File: src/design/ipag_pkg.sv
// Shared types, constants and helper functions for the IPv6 probe address generator.
package ipag_pkg;

  // Table geometry: two banks of TABLE_DEPTH entries
  localparam int TABLE_DEPTH = 4096;
  localparam int ADDR_W      = $clog2(2 * TABLE_DEPTH);
  localparam int MEM_DEPTH   = 2 * TABLE_DEPTH;

  // Configuration register indexes
  localparam logic [1:0] CFG_SRC_HIGH    = 2'd0;
  localparam logic [1:0] CFG_SRC_LOW     = 2'd1;
  localparam logic [1:0] CFG_BANK_PARITY = 2'd2;

  // Operation codes
  localparam logic OP_LOAD  = 1'b0;
  localparam logic OP_PROBE = 1'b1;

  // Prefix rules and protocol constants
  localparam logic [6:0]  LONG_PREFIX = 7'd56;
  localparam logic [7:0]  HOP_LIMIT   = 8'hFF;
  localparam logic [31:0] HASH_SEED   = 32'h1111_2222;
  // ICMPv6 payload length 8, next header 58, echo request type 128
  localparam logic [21:0] CONST_SUM   = 22'h00_0008 + 22'h00_003A + 22'h00_8000;

  // One table entry, all six stores side by side
  typedef struct packed {
    logic [63:0] stub;
    logic [63:0] mask;
    logic [6:0]  len;
    logic [63:0] brute;
    logic [31:0] zero;
    logic [31:0] one;
  } entry_t;

  function automatic logic [31:0] swap32(input logic [31:0] x);
    return {x[7:0], x[15:8], x[23:16], x[31:24]};
  endfunction

  function automatic logic [31:0] rotl32(input logic [31:0] x, input int r);
    return (x << r) | (x >> (32 - r));
  endfunction

  // Plain sum of the four 16-bit words of a 64-bit value
  function automatic logic [17:0] sum64(input logic [63:0] v);
    return 18'(v[63:48]) + 18'(v[47:32]) + 18'(v[31:16]) + 18'(v[15:0]);
  endfunction

endpackage

File: src/design/ipag_hash.sv
// MurmurHash3_x86_32 over three 32-bit blocks, one multiply per cycle.
module ipag_hash
  import ipag_pkg::*;
(
  input  logic        clk,
  input  logic        rst_n,
  input  logic        start,
  input  logic [31:0] blk0,
  input  logic [31:0] blk1,
  input  logic [31:0] blk2,
  output logic        done,
  output logic [31:0] hash
);

  typedef enum logic [6:0] {
    H_IDLE = 7'b0000001,
    H_A    = 7'b0000010,
    H_B    = 7'b0000100,
    H_C    = 7'b0001000,
    H_F1   = 7'b0010000,
    H_F2   = 7'b0100000,
    H_F3   = 7'b1000000
  } hstate_t;

  hstate_t     state_r;
  logic [1:0]  blk_r;
  logic [31:0] k_r;
  logic [31:0] h_r;
  logic        done_r;
  logic [31:0] blk_sel;
  logic [31:0] hk;
  logic [31:0] t1;
  logic [31:0] t2;

  // Block mux and shared mixing terms
  always_comb begin
    case (blk_r)
      2'd0:    blk_sel = blk0;
      2'd1:    blk_sel = blk1;
      default: blk_sel = blk2;
    endcase
    hk = rotl32(h_r ^ k_r, 13);
    t1 = h_r ^ 32'd12;
    t1 = t1 ^ (t1 >> 16);
    t2 = h_r ^ (h_r >> 13);
  end

  // Step sequencer
  always_ff @(posedge clk) begin
    if (!rst_n) begin
      state_r <= H_IDLE;
      done_r  <= 1'b0;
      blk_r   <= 2'd0;
    end else begin
      done_r <= 1'b0;
      case (state_r)
        H_IDLE: begin
          if (start) begin
            blk_r   <= 2'd0;
            state_r <= H_A;
          end
        end
        H_A:  state_r <= H_B;
        H_B:  state_r <= H_C;
        H_C: begin
          if (blk_r == 2'd2) begin
            state_r <= H_F1;
          end else begin
            blk_r   <= blk_r + 2'd1;
            state_r <= H_A;
          end
        end
        H_F1: state_r <= H_F2;
        H_F2: state_r <= H_F3;
        H_F3: begin
          done_r  <= 1'b1;
          state_r <= H_IDLE;
        end
        default: state_r <= H_IDLE;
      endcase
    end
  end

  // Datapath
  always_ff @(posedge clk) begin
    case (state_r)
      H_IDLE: if (start) h_r <= HASH_SEED;
      H_A:    k_r <= blk_sel * 32'hcc9e_2d51;
      H_B:    k_r <= rotl32(k_r, 15) * 32'h1b87_3593;
      H_C:    h_r <= (hk << 2) + hk + 32'he654_6b64;
      H_F1:   h_r <= t1 * 32'h85eb_ca6b;
      H_F2:   h_r <= t2 * 32'hc2b2_ae35;
      H_F3:   h_r <= h_r ^ (h_r >> 16);
      default: ;
    endcase
  end

  assign done = done_r;
  assign hash = h_r;

endmodule

File: config.mk
export PLATFORM = sky130hd
export DESIGN_NAME = ipag_hash
export DESIGN_NICKNAME = d
export VERILOG_FILES = /design/src/design/ipag_pkg.sv /design/src/design/ipag_hash.sv
export SDC_FILE = /design/constraint.sdc
export NUM_CORES = 2
export LEC_CHECK = 0
export ABC_AREA = 0
export BUFFER_PORTS_ARGS = -buffer_cell sky130_fd_sc_hd__clkbuf_2
export CAP_MARGIN = 30
export CORE_MARGIN = 3
export CORE_UTILIZATION = 55
export DETAILED_ROUTE_END_ITERATION = 8
export HOLD_SLACK_MARGIN = 0.02
export PLACE_DENSITY = 0.81
export SYNTH_ARGS = -nofsm -noshare
export SYNTH_HDL_FRONTEND = slang
export SYNTH_SLANG_ARGS = --single-unit
export TNS_END_PERCENT = 1
File: constraint.sdc
create_clock -name clk -period 9.37 [get_ports clk]
set_input_delay 0.4685 -clock clk [delete_from_list [all_inputs] [get_ports clk]]
set_output_delay 0.4685 -clock clk [all_outputs]
set_load 0.02 [all_outputs]
# Word level (Yosys, flattened, before mapping)
# Cells that the tools add are included.
[totals]
ff_bits = 74
output_inout_bits = 33
wordCells = 47
[classes]
n_reduce_logical = 6
addsub = 3
mul = 4
mux = 11
eq_ne = 11
bitwise = 7
[ops]
columns = ["cell", "count"]
rows = [
  ["case mux 32 bit (5 select lines)", 1],
  ["case mux 32 bit (2 select lines)", 2],
  ["multiplier 32 x 31 -> 32 bit, second input constant", 2],
  ["XOR 32 x 16 -> 32 bit", 2],
  ["case mux 7 bit (6 select lines)", 1],
  ["adder 32 bit", 1],
  ["adder 32 bit, second input constant", 1],
  ["multiplier 32 x 29 -> 32 bit, second input constant", 1],
  ["multiplier 32 x 32 -> 32 bit, second input constant", 1],
  ["two-way mux 32 bit", 1],
  ["bitwise OR 32 x 13 -> 32 bit", 1],
  ["bitwise OR 32 x 15 -> 32 bit", 1],
  ["XOR 32 x 19 -> 32 bit", 1],
  ["XOR 32 bit", 1],
  ["equality test 7 x 1 -> 1 bit, second input constant", 1],
  ["equality test 7 x 2 -> 1 bit, second input constant", 1],
  ["equality test 7 x 3 -> 1 bit, second input constant", 1],
  ["equality test 7 x 4 -> 1 bit, second input constant", 1],
  ["equality test 7 x 5 -> 1 bit, second input constant", 1],
  ["equality test 7 x 6 -> 1 bit, second input constant", 1],
  ["equality test 7 bit, second input constant", 1],
  ["two-way mux 7 bit", 1],
  ["two-way mux 5 bit", 1],
  ["nonzero test 5 bit", 1],
  ["other kinds (12)", 15],
]

# Depth between registers and ports, before layout
[depth]
word_depth = 5
depth_mapped = 30
ltp_nobuf = 28

# Worst setup path after synthesis
# OpenSTA, ideal clock, no wires.
[synth_timing]
kind = "register to register"
from = "register h_r[20] (netlist: hash[20])"
to = "register h_r[30] (netlist: hash[30]) (data pin)"
setup_slack_ns = 1.841
synth_period_minus_slack_ns = 7.529
required_ns = 9.101
path_stages_with_launch = 27
t_arrival_ns = 7.260
setup_ns = 0.269
path_cell_list = "edfxtp_1 > xnor2_1 > inv_1 > xnor2_1 > inv_1 > fa_1 > fa_1 > fa_1 > inv_1 > fa_1 > inv_1 > fa_1 > inv_1 > fa_1 > inv_1 > fa_1 > inv_1 > ha_1 > a21o_1 > a21o_1 > a21o_1 > a41oi_1 > a31oi_1 > a2111oi_2 > xnor2_1 > a221oi_1 > o21ai_0"
[synth_between]
elab_chain_cells = 5
elab_cells_between_ends = 9
classes_between = "add/sub: 2; mul: 2; mux: 1; bitwise: 4"
[synth_rtl]
columns = ["element", "line_no", "rtl"]
rows = [
  ["start: declaration", "ipag_hash.sv:28", "logic [31:0] h_r;"],
  ["start signal: assignment", "ipag_hash.sv:90", "H_C: h_r <= (hk << 2) + hk + 32'he654_6b64;"],
  ["start signal: assignment", "ipag_hash.sv:91", "H_F1: h_r <= t1 * 32'h85eb_ca6b;"],
  ["start signal: assignment", "ipag_hash.sv:92", "H_F2: h_r <= t2 * 32'hc2b2_ae35;"],
  ["XOR 32 bit", "ipag_hash.sv:42", "hk = rotl32(h_r ^ k_r, 13);"],
  ["bitwise OR 32 x 13 -> 32 bit", "ipag_pkg.sv:40", "return (x << r) | (x >> (32 - r));"],
  ["adder 32 bit (2 in a row)", "ipag_hash.sv:90", ""],
  ["case mux 32 bit (5 select lines) *", "ipag_hash.sv:86", "case (state_r)"],
]
# Mark *: on every way between the ends. The rest lies on a longest branch, timed or not.
# A chain may end at the register's enable or synchronous reset.

# Worst setup path in the final report
[layout_timing]
from = "register h_r[23] (netlist: hash[23])"
to = "register h_r[30] (netlist: hash[30]) (data pin)"
# The elaborated chain is that of the path after synthesis.

==> results.cfg <==
[global_route]
grt_pass1_wl_mm = 176
grt_max_degree = 44
first_global_vias = 30900
antenna_found_initial = 1
gr-total-overflow = 0
track_usage = 0.310

[yosys]
ys_top_cells_by_area = fa_1, ha_1, inv_1, edfxtp_1, xnor2_1
synth_edf_count = 64
synth_warnings = 0
ys.flop_type = edfxtp_1
yosysMostFrequentCell = inv_1
yosysSeqAreaShare = 0.0541
syn_area_sq_mm = 0.0392
synth_nets = 5617
synth_cell_type_count = 80
yosys.area.top_type = fa_1
netlist_top_cells_count = inv_1, ha_1, fa_1, xnor2_1, xor2_1
ys_ff_latch = 74
synth_top_area_share = 0.374
synthArstFlopShare = 0
syn_area_per_cell_sq_um = 9.83
post_synth_inst_count = 3987

[die]
io_pins = 132
rows = 97
die-area_sq_mm = 0.0745
dieHeight_um = 273
core_area_sq_mm = 0.0703
start_util = 0.558
die_width_um = 273

[setup_path]
crit_family = adder cells
worstSetupStartpointType = register
slowest_delay_ns = 0.72
path_class = reg -> reg
reg2reg_depth = 25
r2r_start = hash[23]$_DFFE_PP_
r2r_slack_ns = 0.73
cp_data_arrival_time_ns = 8.73
critPathSlowestCell = edfxtp_1
r2r_end = hash[30]$_DFFE_PP_
cp_max_fo = 9
end_kind = register
crit_buf_inv = 5
worstPathRequired_ns = 9.45
crit_top_cell = fa_1

[clock_network]
clk_pin_slew_worst_paths_ns = 0.06
htreeDepth = 3
ctsHoldBuffers = 0
cts_buffer_depth = 2
clock_sinks = 74
cts_resized = 0
numCtsBuffers = 9
cts_setup_buffers = 0
cts-root-buf = clkbuf_16
clk_latency_ns = 0.35
tritoncts = yes

[sta]
worst_pin_slew_ns = 1.10
hold_violations = 0
post-route-period-util = 0.922
maxSlewHeadroom = 0.269
drv_slew = 0
final-setup-viol-count = 0
rsz0062_at_grt = false
fmax_mhz = 116
final.setup.tns_ns = 0
skew_ns = 0.00957
whs_ns = 0.400
period_needed_ns = 8.64

[hold_path]
holdPathEnd = done$_SDFF_PN0_
hp-start = rst_n
hold_path_class = in -> reg
holdPathStages = 2

[cells_and_area]
layout-drive-gt1-share = 0.0505
fill_cells = 5829
multi_input_area_sq_mm = 0.0324
seq_area_sq_mm = 0.00212
num-nets-final = 5761
area_delta_synth_final_pct = 5.88

[route]
drt-initial-drc-count = 2400
dr.pass1.iters = 8
wl_mm = 112
drc = 0
drtAntennaViolNets = 0
vias_per_cell = 5.63
wl_per_cell_um = 22.1
num_vias = 28600

[place]
place_congestion = 1.02
dp_hpwl_mm = 98.9
port_buffers = 131

[run]
maxCapViolCount = 0

[status]
outcome = finished, final reports clean
-- registers in the layout, summed over array words and instances, names as in the netlist --
name	cells
hash	32
state_r	7
k_r	32
done	1
blk_r	2
-- layer usage --
| metal | GRT usage | share of wire | up-vias | wire [um] |
|---|---|---|---|---|
| met5 | 0 | 0.00013 | - | 14 |
| met1 | 0.394 | 0.39 | 14100 | 43500 |
| met3 | 0.0572 | 0.085 | 380 | 9540 |
| met4 | 0.146 | 0.058 | 2 | 6460 |
| li1 | - | - | 12800 | - |
| met2 | 0.515 | 0.47 | 1252 | 52500 |
-- worst max-delay path by stage --
stage	from	endpoint	slack [ns]	cells after the start
after floorplan	hash[20]$_DFFE_PP_	hash[30]$_DFFE_PP_	1.84	26
after global placement	hash[23]$_DFFE_PP_	hash[31]$_DFFE_PP_	0.98	24
after detailed placement	hash[23]$_DFFE_PP_	hash[30]$_DFFE_PP_	0.88	25
after CTS	hash[23]$_DFFE_PP_	hash[30]$_DFFE_PP_	0.88	25
after global routing	hash[23]$_DFFE_PP_	hash[30]$_DFFE_PP_	0.41	25
final	hash[23]$_DFFE_PP_	hash[30]$_DFFE_PP_	0.73	25
-- cell families (layout without fill, tap and decap cells) --
family,after synthesis,count (layout),share of synthesized area
flops,74,74,0.0541
compound gates,499,499,0.0864
buf+inv,1247,1396,0.120
xor+xnor,302,302,0.0682
fa+ha+maj,1531,1531,0.629
other cells,0,1,0
simple gates,329,329,0.0408
mux,5,5,0.00140
-- worst register-to-register path: stages, from the launching register on --
cell and delay [ns]:
edfxtp_1 0.72, xnor2_1 0.70, inv_1 0.39, xnor2_1 0.36
ha_1 0.30, or2_2 0.31, fa_1 0.45, fa_1 0.51
inv_1 0.05, fa_1 0.48, fa_1 0.55, inv_1 0.05
fa_1 0.47, fa_1 0.49, inv_1 0.05, fa_1 0.48
inv_1 0.05, ha_1 0.32, and3_1 0.23, or4_1 0.40
o21ai_0 0.12, a211oi_1 0.09, o21ai_0 0.31, mux2i_1 0.12
a221oi_1 0.22, o21ai_0 0.15
-- metrics by stage --
stage | utilization | setup slack [ns] | cell area, sq um | std cells
5_1_grt | 0.591 | 0.410 | 41500 | 5076
3_3_place_gp | 0.586 | 0.977 | 41200 | 5058
4_1_cts | 0.590 | 0.879 | 41500 | 5074
6_report | 0.591 | 0.728 | 41500 | 5077
3_5_place_dp | 0.586 | 0.881 | 41200 | 5058
2_1_floorplan | - | 1.84 | 39200 | 3987
-- placed cells by master (no fill, tap or decap), types with 11 or more instances in the layout --
cell type	instances
a22o_1	18
nand2b_1	14
nor2_1	78
a22oi_1	25
o21bai_1	14
o21a_1	27
a21oi_1	102
nor2b_1	17
ha_1	798
a21o_1	63
o211ai_1	13
buf_4	36
xnor2_1	192
fa_1	733
nand3_1	23
edfxtp_1	64
a211oi_1	23
xor2_1	107
o21ai_0	101
a221oi_1	11
nand2_1	100
clkbuf_2	131
nor3_1	22
or3_1	13
and2_1	11
inv_1	1212
a31oi_1	13
-- layout make-up --
cell class / instances / share of cell area
flip-flops and latches: 74 / 0.0511
multi-input cells: 2666 / 0.781
clock inverters: 6 / 0.00196
diodes: 1 / 0.0000603
well taps: 940 / 0.0283
inverters: 1212 / 0.110
clock buffers: 10 / 0.00552
repair buffers: 168 / 0.0228
Power is not shown: default switching activity piles up to over one toggle a cycle in this logic, so the estimate is an artifact.
